--- config.mk ---
export PLATFORM = sky130hd
export DESIGN_NAME = backslash_escape_decoder
export DESIGN_NICKNAME = d
export VERILOG_FILES = /design/src/sv/bed_pkg.sv /design/src/sv/bed_front.sv /design/src/sv/bed_queue.sv /design/src/sv/bed_back.sv /design/src/sv/backslash_escape_decoder.sv
export SDC_FILE = /design/constraint.sdc
export NUM_CORES = 1
export LEC_CHECK = 0
export BUFFER_PORTS_ARGS = -buffer_cell sky130_fd_sc_hd__buf_4
export CORE_MARGIN = 4
export CORE_UTILIZATION = 40
export DETAILED_ROUTE_END_ITERATION = 8
export PLACE_DENSITY = 0.58
export SLEW_MARGIN = 25
export SYNTH_ARGS = -nofsm -noshare
export SYNTH_HDL_FRONTEND = slang
export SYNTH_HIERARCHICAL = 1
export SYNTH_SLANG_ARGS = --single-unit
--- constraint.sdc ---
create_clock -name clk -period 6.25 [get_ports clk]
set_input_delay 0.625 -clock clk [delete_from_list [all_inputs] [get_ports clk]]
set_output_delay 0.625 -clock clk [all_outputs]
set_load 0.03 [all_outputs]
--- src/sv/bed_pkg.sv ---
package bed_pkg;

	localparam logic [1:0] ERR_NONE     = 2'd0;
	localparam logic [1:0] ERR_DIGIT    = 2'd1;
	localparam logic [1:0] ERR_RESERVED = 2'd2;

	localparam logic [31:0] UNI_LOW_MAX  = 32'h0000_009f;
	localparam logic [31:0] UNI_DOLLAR   = 32'h0000_0024;
	localparam logic [31:0] UNI_AT       = 32'h0000_0040;
	localparam logic [31:0] UNI_GRAVE    = 32'h0000_0060;
	localparam logic [31:0] UNI_SURR_LO  = 32'h0000_d800;
	localparam logic [31:0] UNI_SURR_HI  = 32'h0000_dfff;

	typedef struct packed {
		logic [31:0] code;
		logic [1:0]  err;
	} result_t;

	typedef struct packed {
		logic    two;
		result_t r0;
		result_t r1;
	} pair_t;

	typedef struct packed {
		logic  valid;
		pair_t pair;
	} qword_t;

	function automatic logic is_reserved(logic [31:0] v);
		is_reserved = (v <= UNI_LOW_MAX && v != UNI_DOLLAR && v != UNI_AT && v != UNI_GRAVE)
			|| (v >= UNI_SURR_LO && v <= UNI_SURR_HI);
	endfunction

endpackage

--- src/sv/bed_front.sv ---
module bed_front (
	input  logic            clk,
	input  logic            arst_n,
	input  logic            cfg_valid,
	input  logic            cfg_data,
	input  logic            accept,
	input  logic [20:0]     char_code,
	input  logic            end_of_string,
	output bed_pkg::qword_t push
);

	typedef enum logic [2:0] {
		MODE_IDLE = 3'd0,
		MODE_ESC  = 3'd1,
		MODE_HEX  = 3'd2,
		MODE_OCT  = 3'd3,
		MODE_U4   = 3'd4,
		MODE_U8   = 3'd5
	} mode_t;

	localparam logic [20:0] CH_BSL   = 21'h5c;
	localparam logic [20:0] CH_ZERO  = 21'h30;
	localparam logic [20:0] CH_SEVEN = 21'h37;
	localparam logic [20:0] CH_X     = 21'h78;
	localparam logic [20:0] CH_LU    = 21'h75;
	localparam logic [20:0] CH_UU    = 21'h55;
	localparam logic [20:0] CH_A     = 21'h61;
	localparam logic [20:0] CH_B     = 21'h62;
	localparam logic [20:0] CH_C     = 21'h63;
	localparam logic [20:0] CH_F     = 21'h66;
	localparam logic [20:0] CH_N     = 21'h6e;
	localparam logic [20:0] CH_R     = 21'h72;
	localparam logic [20:0] CH_T     = 21'h74;
	localparam logic [20:0] CH_V     = 21'h76;
	localparam logic [20:0] CH_QUOTE = 21'h22;

	logic  ozp_q;
	mode_t mode_q;
	logic [3:0]  cnt_q;
	logic [31:0] acc_q;
	logic        perr_q;

	mode_t       m1;
	logic [3:0]  c1;
	logic [31:0] a1;
	logic        p1;
	logic [3:0]  ev;
	bed_pkg::result_t er [4];
	logic        used;
	logic        hex_ok;
	logic [3:0]  hex_v;
	logic        oct_ok;
	logic [31:0] nv;
	logic [3:0]  nc;
	logic [3:0]  len;
	logic [3:0]  fill;
	logic [1:0]  n;
	bed_pkg::pair_t pr;

	// hex digit, either case
	always_comb begin
		hex_ok = 1'b0;
		hex_v  = char_code[3:0];
		if (char_code >= 21'h30 && char_code <= 21'h39) begin
			hex_ok = 1'b1;
		end else if ((char_code >= 21'h61 && char_code <= 21'h66)
				|| (char_code >= 21'h41 && char_code <= 21'h46)) begin
			hex_ok = 1'b1;
			hex_v  = char_code[3:0] + 4'd9;
		end
		oct_ok = char_code >= CH_ZERO && char_code <= CH_SEVEN;
	end

	always_comb begin
		m1   = MODE_IDLE;
		c1   = '0;
		a1   = '0;
		p1   = 1'b0;
		used = 1'b0;
		ev   = '0;
		for (int i = 0; i < 4; i++) begin
			er[i] = '0;
		end
		nv   = '0;
		nc   = '0;
		len  = '0;
		fill = '0;

		// slots 0 and 1: escape results, slot 2: plain char, slot 3: end of string flush
		case (mode_q)
			MODE_ESC: begin
				used = 1'b1;
				if (char_code == CH_X) begin
					m1 = MODE_HEX;
				end else if (oct_ok) begin
					m1 = MODE_OCT;
					if (!(ozp_q && char_code == CH_ZERO)) begin
						a1 = {29'd0, char_code[2:0]};
						c1 = 4'd1;
					end
				end else if (char_code == CH_LU) begin
					m1 = MODE_U4;
				end else if (char_code == CH_UU) begin
					m1 = MODE_U8;
				end else begin
					ev[0] = 1'b1;
					case (char_code)
						CH_A:     er[0].code = 32'd7;
						CH_B:     er[0].code = 32'd8;
						CH_C:     ev[0] = 1'b0;
						CH_F:     er[0].code = 32'd12;
						CH_N:     er[0].code = 32'd10;
						CH_R:     er[0].code = 32'd13;
						CH_T:     er[0].code = 32'd9;
						CH_V:     er[0].code = 32'd11;
						CH_QUOTE: er[0].code = {11'd0, CH_QUOTE};
						CH_BSL:   er[0].code = {11'd0, CH_BSL};
						default: begin
							er[0].code = {11'd0, CH_BSL};
							ev[1]      = 1'b1;
							er[1].code = {11'd0, char_code};
						end
					endcase
				end
			end
			MODE_HEX: begin
				if (hex_ok) begin
					used = 1'b1;
					nv   = {acc_q[27:0], hex_v};
					nc   = cnt_q + 4'd1;
					if (nc >= 4'd2) begin
						ev[0]      = 1'b1;
						er[0].code = nv;
					end else begin
						m1 = MODE_HEX;
						a1 = nv;
						c1 = nc;
					end
				end else begin
					ev[0]      = 1'b1;
					er[0].code = acc_q;
					er[0].err  = (cnt_q == 4'd0) ? bed_pkg::ERR_DIGIT : bed_pkg::ERR_NONE;
				end
			end
			MODE_OCT: begin
				if (oct_ok) begin
					used = 1'b1;
					nv   = {acc_q[28:0], char_code[2:0]};
					nc   = cnt_q + 4'd1;
					if (nc >= 4'd3) begin
						ev[0]      = 1'b1;
						er[0].code = {24'd0, nv[7:0]};
					end else begin
						m1 = MODE_OCT;
						a1 = nv;
						c1 = nc;
					end
				end else begin
					ev[0]      = 1'b1;
					er[0].code = {24'd0, acc_q[7:0]};
				end
			end
			MODE_U4, MODE_U8: begin
				used = 1'b1;
				len  = (mode_q == MODE_U4) ? 4'd4 : 4'd8;
				nv   = {acc_q[27:0], hex_ok ? hex_v : 4'd0};
				nc   = cnt_q + 4'd1;
				if (nc >= len) begin
					ev[0]      = 1'b1;
					er[0].code = nv;
					if (perr_q || !hex_ok) begin
						er[0].err = bed_pkg::ERR_DIGIT;
					end else if (bed_pkg::is_reserved(nv)) begin
						er[0].err = bed_pkg::ERR_RESERVED;
					end
				end else begin
					m1 = mode_q;
					a1 = nv;
					c1 = nc;
					p1 = perr_q || !hex_ok;
				end
			end
			default: begin
				m1 = MODE_IDLE;
			end
		endcase

		if (!used) begin
			if (char_code == CH_BSL) begin
				m1 = MODE_ESC;
			end else begin
				ev[2]      = 1'b1;
				er[2].code = {11'd0, char_code};
			end
		end

		if (end_of_string) begin
			case (m1)
				MODE_ESC: begin
					ev[3]      = 1'b1;
					er[3].code = {11'd0, CH_BSL};
				end
				MODE_HEX: begin
					ev[3]      = 1'b1;
					er[3].code = a1;
					er[3].err  = (c1 == 4'd0) ? bed_pkg::ERR_DIGIT : bed_pkg::ERR_NONE;
				end
				MODE_OCT: begin
					ev[3]      = 1'b1;
					er[3].code = {24'd0, a1[7:0]};
				end
				MODE_U4, MODE_U8: begin
					// missing digits count as zero
					fill       = ((m1 == MODE_U4) ? 4'd4 : 4'd8) - c1;
					ev[3]      = 1'b1;
					er[3].code = a1 << {fill, 2'b00};
					er[3].err  = bed_pkg::ERR_DIGIT;
				end
				default: begin
					ev[3] = 1'b0;
				end
			endcase
		end
	end

	// pack the first two results
	always_comb begin
		n  = '0;
		pr = '0;
		for (int i = 0; i < 4; i++) begin
			if (ev[i] && n == 2'd0) begin
				pr.r0 = er[i];
				n     = 2'd1;
			end else if (ev[i] && n == 2'd1) begin
				pr.r1  = er[i];
				pr.two = 1'b1;
				n      = 2'd2;
			end
		end
		push.valid = accept && n != 2'd0;
		push.pair  = pr;
	end

	always_ff @(posedge clk or negedge arst_n) begin
		if (!arst_n) begin
			ozp_q  <= 1'b0;
			mode_q <= MODE_IDLE;
			cnt_q  <= '0;
			acc_q  <= '0;
			perr_q <= 1'b0;
		end else begin
			if (cfg_valid) begin
				ozp_q <= cfg_data;
			end
			if (accept) begin
				if (end_of_string) begin
					mode_q <= MODE_IDLE;
					cnt_q  <= '0;
					acc_q  <= '0;
					perr_q <= 1'b0;
				end else begin
					mode_q <= m1;
					cnt_q  <= c1;
					acc_q  <= a1;
					perr_q <= p1;
				end
			end
		end
	end

endmodule

--- src/sv/bed_queue.sv ---
module bed_queue #(
	parameter int DEPTH = 4
) (
	input  logic            clk,
	input  logic            arst_n,
	input  bed_pkg::qword_t push,
	input  logic            pop,
	output logic            full,
	output bed_pkg::qword_t head
);

	localparam int AW = (DEPTH > 1) ? $clog2(DEPTH) : 1;
	localparam int CW = $clog2(DEPTH + 1);

	bed_pkg::pair_t mem_q [DEPTH];
	logic [AW-1:0]  wr_q;
	logic [AW-1:0]  rd_q;
	logic [CW-1:0]  cnt_q;
	logic           do_push;
	logic           do_pop;

	assign full       = cnt_q == CW'(DEPTH);
	assign head.valid = cnt_q != '0;
	assign head.pair  = mem_q[rd_q];
	assign do_push    = push.valid && !full;
	assign do_pop     = pop && head.valid;

	always_ff @(posedge clk) begin
		if (do_push) begin
			mem_q[wr_q] <= push.pair;
		end
	end

	always_ff @(posedge clk or negedge arst_n) begin
		if (!arst_n) begin
			wr_q  <= '0;
			rd_q  <= '0;
			cnt_q <= '0;
		end else begin
			if (do_push) begin
				wr_q <= (wr_q == AW'(DEPTH - 1)) ? '0 : wr_q + AW'(1);
			end
			if (do_pop) begin
				rd_q <= (rd_q == AW'(DEPTH - 1)) ? '0 : rd_q + AW'(1);
			end
			case ({do_push, do_pop})
				2'b10:   cnt_q <= cnt_q + CW'(1);
				2'b01:   cnt_q <= cnt_q - CW'(1);
				default: cnt_q <= cnt_q;
			endcase
		end
	end

endmodule

--- src/sv/bed_back.sv ---
module bed_back (
	input  logic            clk,
	input  logic            arst_n,
	input  bed_pkg::qword_t head,
	output logic            pop,
	output logic            m_tvalid,
	input  logic            m_tready,
	output logic [39:0]     m_tdata,  // out_code[31:0], error_code[33:32], zero pad
	output logic            m_tlast   // last_of_run
);

	logic             out_valid_q;
	bed_pkg::result_t out_q;
	logic             out_last_q;
	logic             pend_q;
	bed_pkg::result_t pend_r_q;
	logic             load;

	assign load     = !out_valid_q || m_tready;
	assign pop      = load && !pend_q && head.valid;
	assign m_tvalid = out_valid_q;
	assign m_tdata  = {6'd0, out_q.err, out_q.code};
	assign m_tlast  = out_last_q;

	always_ff @(posedge clk) begin
		if (load) begin
			if (pend_q) begin
				out_q <= pend_r_q;
			end else begin
				out_q <= head.pair.r0;
			end
		end
		if (pop) begin
			pend_r_q <= head.pair.r1;
		end
	end

	always_ff @(posedge clk or negedge arst_n) begin
		if (!arst_n) begin
			out_valid_q <= 1'b0;
			out_last_q  <= 1'b0;
			pend_q      <= 1'b0;
		end else if (load) begin
			if (pend_q) begin
				out_valid_q <= 1'b1;
				out_last_q  <= 1'b1;
				pend_q      <= 1'b0;
			end else begin
				out_valid_q <= head.valid;
				out_last_q  <= !head.pair.two;
				pend_q      <= head.valid && head.pair.two;
			end
		end
	end

endmodule

--- src/sv/backslash_escape_decoder.sv ---
// channel   dir  handshake          payload
// s_        in   tvalid / tready    tdata char_code, tlast end_of_string
// m_        out  tvalid / tready    tdata out_code + error_code, tlast last_of_run
// cfg_      in   valid / ready      data octal_zero_prefix
//
// one character is taken per cycle while the result queue has room
// a character yields zero, one or two results, sent one per cycle from the output register while m_tready is high
// an accepted character's results are written to the queue, then loaded into the output register
// asynchronous reset clears the decode state, empties the queue and invalidates the output register
// a stalled output fills the queue, then s_tready drops
module backslash_escape_decoder #(
	parameter int QUEUE_DEPTH = 4
) (
	input  logic        clk,
	input  logic        arst_n,
	input  logic        s_tvalid,
	output logic        s_tready,
	input  logic [23:0] s_tdata,   // char_code[20:0], zero pad
	input  logic        s_tlast,   // end_of_string
	output logic        m_tvalid,
	input  logic        m_tready,
	output logic [39:0] m_tdata,   // out_code[31:0], error_code[33:32], zero pad
	output logic        m_tlast,   // last_of_run
	input  logic        cfg_valid,
	output logic        cfg_ready,
	input  logic        cfg_data   // octal_zero_prefix
);

	bed_pkg::qword_t push;
	bed_pkg::qword_t head;
	logic            full;
	logic            pop;
	logic            accept;

	assign cfg_ready = 1'b1;
	assign s_tready  = !full;
	assign accept    = s_tvalid && !full;

	bed_front u_front (
		.clk           (clk),
		.arst_n        (arst_n),
		.cfg_valid     (cfg_valid),
		.cfg_data      (cfg_data),
		.accept        (accept),
		.char_code     (s_tdata[20:0]),
		.end_of_string (s_tlast),
		.push          (push)
	);

	bed_queue #(
		.DEPTH (QUEUE_DEPTH)
	) u_queue (
		.clk    (clk),
		.arst_n (arst_n),
		.push   (push),
		.pop    (pop),
		.full   (full),
		.head   (head)
	);

	bed_back u_back (
		.clk      (clk),
		.arst_n   (arst_n),
		.head     (head),
		.pop      (pop),
		.m_tvalid (m_tvalid),
		.m_tready (m_tready),
		.m_tdata  (m_tdata),
		.m_tlast  (m_tlast)
	);

endmodule

### Yosys cells after proc, flatten, opt, wreduce, memory -nomap -nowiden

Memory sizes are Yosys's and may differ from the RTL's.
Index checks and enable logic that the tools add are counted.

* memory bits (writable): 276
* input port bits: 31
* register bits after elaboration: 119
* memories: 1
* bits in read-only memories: 0
* latch bits: 0
* logic and storage cells: 239
* output and inout bits: 44

* equal/unequal tests: 35
* reduce and logical (&&, ||, !) cells: 44
* shift operators: 1
* $add $sub $neg: 7
* magnitude comparators: 13
* bitwise operators: 0
* multiply operators: 0
* multiplexer cells: 123
* divide/modulo/power cells: 0

Memory list
* u_queue.mem_q: depth 4, bits a word 69, read ports 1, clocked after memory_dff 0, write ports 1, line bed_queue.sv:15 `bed_pkg::pair_t mem_q [DEPTH];`

Operators with widths (number)
* $mux 32: 20
* $mux 34: 13
* $pmux 32 s4: 3
* $eq 21x7->1 const B: 12
* $ne 32x7->1 const B: 2
* $pmux 7 s9: 1
* $mux 4: 13
* $eq 21x6->1 const B: 2
* $ge 21x7->1 const B: 2
* $le 21x6->1 const B: 2
* $le 21x7->1 const B: 2
* $mux 21: 2
* $mux 1: 34
* $mux 2: 17
* $mux 3: 11
* $ge 32x16->1 const B: 1
* $le 32x16->1 const B: 1
* $le 32x8->1 const B: 1
* $ne 32x6->1 const B: 1
* $shl 32x6->32: 1
* $logic_and 1x1->1: 22
* $ge 21x6->1 const B: 1
* $mux 8: 2
* $pmux 4 s4: 1
* 29 further kinds: 56

### Logic depth before layout (Yosys ltp)

* word-level depth: 26
* mapped depth: 23
* gate-level depth less buffers: 23

### Cells and area by module

The synthesis kept the hierarchy.

Modules (own cells, without submodules)
* bed_queue: cells an instance 401, times used 1, area each 10488.8 sq um, sequential area each 8463.1 sq um
* bed_front: cells an instance 891, times used 1, area each 6282.3 sq um, sequential area each 1026.0 sq um
* bed_back: cells an instance 124, times used 1, area each 2725.1 sq um, sequential area each 2117.0 sq um
* backslash_escape_decoder: cells an instance 4, times used 1, area each 21.3 sq um, sequential area each 0.0 sq um

### Worst setup path before layout

No wires, ideal clock.

* kind: input to register
* start point: input port s_tdata[15]
* end point: memory u_queue/mem_q[0][0] (netlist name) (enable)
* cell stages on the path: 15
* setup time: 0.435 ns
* data required time: 5.815 ns
* path buffers: 2
* slack: 0.641 ns
* arrival: 5.175 ns
* cell sequence: or4_4 nor4_4 and3_1 buf_4 a31o_2 buf_4 nor3_2 nor3_1 ha_1 nand4b_1 nand3b_1 inv_1 a21boi_0 nor2b_2 and2_1

RTL lines
* from (decl): line backslash_escape_decoder.sv:18 `input logic [23:0] s_tdata,`
* to (decl): line bed_queue.sv:15

==> summary.txt <==
Outcome
  • Outcome: completed

STA
  • FMAX: ~200 MHz
  • Clock Skew: roughly 24 ps
  • Slew HR: 0.3272
  • Crit path time final: between 5000 and 6000 ps
  • Worst-Margin Slew: 1005 ps
  • Final Max Tran Viols: 0
  • Total negative slack: 0 ps
  • Number of setup violations in the final report: 0
  • Fin crit share: 0.8027
  • Final hold vios: 0
  • Final hold slack: around 130 ps
  • RSZ-0062 raised after global routing: false

Logic synthesis
  • Synth Register Bits: about 400
  • Ys flop type: edfxtp_1
  • Avg Synthesized Cell Area: 13.74 um^2
  • Synth cell types: between 90 and 100
  • Sequential-to-total area share from yosys stat: 0.5947
  • Mapped Cells: ~1400
  • Post-synth EDFFs: between 300 and 400
  • Ys Warns: 6
  • Synthesized area: ~0.020 mm^2
  • Ys async rst share: 0.1291

Floorplanning
  • Io pins: between 70 and 80
  • Initial Utilization: 0.4071
  • Core Region: around 0.048 mm^2
  • Die span in y: 228.9 um
  • FP Rows: 80
  • Die area: roughly 0.052 mm^2
  • Die X: around 230 um

Global routing
  • First-pass GRT wire length: around 85000 um
  • Global route overflow: 0
  • Antenna violations before repair: 0
  • Pin count of the biggest net entering global routing: 52
  • Total track usage: 0.2124
  • Vias in the first global route: approximately 13000

Critical path
  • Worst Path Max Fanout: 11
  • Worst path required time: approximately 6500 ps
  • CP startpoint kind: input port
  • R2R Path End: u_queue/mem_q[3][62]
  • Cells on worst reg2reg path: 19
  • Crit path top cell by count: buf_4
  • Critical path data arrival time: 5250 ps
  • Slowest cell on the critical path: or4_1
  • Worst Setup Path Type: in -> reg
  • Delay of the slowest cell on the worst path: roughly 730 ps
  • Crit. End Element: register
  • Reg-to-Reg Start: u_front/cnt_q[0]
  • Critical path, cell by cell: buf_4, or4_1, nor4_4, buf_4, and3_1, and3_4, o21a_4, o31a_1, inv_6, ha_1, xor2_2, buf_4, buf_4, nand3_1, o211ai_1, nor2_1, o21ai_0, o21a_1, o21ai_0
  • Reg2Reg Setup Slack: approximately 1300 ps

Run
  • Max Cap Violations: 0

Cells and area
  • Antenna cells: 0
  • Nets@finish: 1539
  • FILL cells: about 4200
  • Share of layout cells above drive strength 1: 0.2444
  • Area Overhead vs Synth: 13.94%

Clock tree
  • CTS HTree Levels: 2
  • CTS root buf: clkbuf_16
  • Bufs on Longest Clock Path: 3
  • Worst skew pair latency: approximately 580 ps
  • Clock edge transition at the registers on the reported setup and hold paths: about 60 ps
  • Buffers inserted during post-CTS setup optimization: 0
  • CTS buffer count: 44
  • Cts hold-fix bufs: 0
  • CTS Sinks: 395
  • Resize count post-CTS: 0
  • CTS tree: yes

Placement
  • IO buf count: 64
  • Post-DP HPWL: 38250 um
  • Routability Congestion: slightly below 1

Drt
  • Final wirelength: about 56000 um
  • DR vias: 13220
  • WL/cell: approximately 26 um
  • Initial DRC count: ~1400
  • Avg Vias per Cell: 6.195
  • Post-route ant nets: 0
  • Drc violations: 0
  • DRT Pass-1 Iters: 6

Power
  • Pleak: 7.646 nW
  • Power, Total: 0.008735 W
  • Worst VDD drop: 0.0002248 V
  • Power density over the cells: between 300 and 400 mW/mm^2

Worst hold path
  • Worst hold path class: in -> async
==> worst max path at each step <==
stage / to / slack [ps] / depth (start not counted) / from
6_report: u_queue/mem_q[3][62] / 1230 / 19 / s_tdata[11]
5_1_grt: u_queue/mem_q[3][4] / 770 / 18 / u_front/cnt_q[0]
4_1_cts: u_queue/mem_q[3][4] / 1270 / 18 / u_front/cnt_q[0]
3_5_place_dp: u_queue/mem_q[2][59] / 780 / 15 / s_tdata[11]
3_3_place_gp: u_queue/mem_q[2][4] / 800 / 16 / s_tdata[11]
2_1_floorplan: u_queue/mem_q[0][0] / 640 / 15 / s_tdata[15]
==> cells by family after synthesis <==
family | synth area share
flops | 0.5947
compound gates | 0.1330
simple gates | 0.08238
buf+inv | 0.04430
mux | 0.1264
fa+ha+maj | 0.01513
xor+xnor | 0.003590
other cells | 0.0005769
==> routing by layer <==
metal	global-route usage	vias up	share of wire
met5	0	-	0
met4	0.07379	0	0.035
met3	0.03477	143	0.075
met2	0.3331	630	0.46
met1	0.3025	6680	0.43
li1	-	5762	-
==> worst max-delay path, delay by kind of cell <==
| family | cells | cell delay [ps] |
|---|---|---|
| AND/OR/NAND/NOR | 6 | 1750 |
| adder cells (fa/ha/maj) | 1 | 250 |
| XOR/XNOR | 1 | 560 |
| buffers and inverters | 5 | 800 |
| AO/OA/AOI/OAI | 6 | 1240 |
==> cell type report <==
| class | count | area (um^2) | area share |
|---|---|---|---|
| Clock inverter | 23 | 265.3 | 0.01193 |
| Sequential cell | 395 | 11610 | 0.5223 |
| Inverter | 60 | 230.2 | 0.01035 |
| Clock buffer | 56 | 1187 | 0.05339 |
| Multi-Input combinational cell | 862 | 7136 | 0.3209 |
| Timing Repair Buffer | 122 | 1036 | 0.04658 |
| Tap cell | 615 | 769.5 | 0.03460 |
==> flip-flops by register name (all words and copies together) (netlist names), 2 cells and up <==
name             flops
u_back/m_tdata      34
u_back/pend_r_q     34
u_front/acc_q       32
u_front/cnt_q        4
u_front/mode_q       3
u_queue/cnt_q        3
u_queue/mem_q      276
u_queue/rd_q         2
u_queue/wr_q         2
==> synthesized netlist by cell type (34+ instances only) <==
cell type  count  area share
edfxtp_1     344        0.53
nand2_1       78       0.015
mux4_2        70       0.081
o21ai_0       60       0.015
a22oi_1       58       0.022
inv_1         58       0.011
clkbuf_1      57       0.011
a21oi_1       55       0.014
nor2_1        53       0.010
dfrtp_1       51       0.065
o22ai_1       48       0.015
nand3_1       40       0.010
mux2_2        35       0.020
nor3_1        34      0.0087
==> where the power goes <==
| group | internal (W) | switching [W] | total [W] |
|---|---|---|---|
| Clock | 0.00153 | 0.00107 | 0.00260 |
| Sequential | 0.00365 | 0.000212 | 0.00386 |
| Combinational | 0.00106 | 0.00122 | 0.00228 |
| Total | 0.00623 | 0.00250 | 0.00874 |
==> per-stage QoR <==
stage	cells	instance area, um^2	setup WS [ps]	utilization
floorplan	1425	19540	640.9	-
global placement	2053	20740	802.5	0.4327
detailed placement	2053	20750	778.3	0.4328
finish	2133	22240	1233	0.4638
CTS	2132	22200	1273	0.4631
global route	2133	22240	766.0	0.4638
==> placed cells by master, fill, tap and decap left out, types with 12 or more instances in the layout <==
cell       instances
edfxtp_1         344
buf_4            113
nand2_1           78
mux4_2            70
o21ai_0           60
inv_1             58
a22oi_1           58
a21oi_1           55
nor2_1            51
dfrtp_1           48
o22ai_1           48
clkbuf_16         45
nand3_1           40
mux2_2            35
nor3_1            33
ha_1              22
mux2_4            20
mux2i_1           17
a31oi_1           15
a22o_1            15
o211ai_1          12
Power figures use the tool's default switching activity.
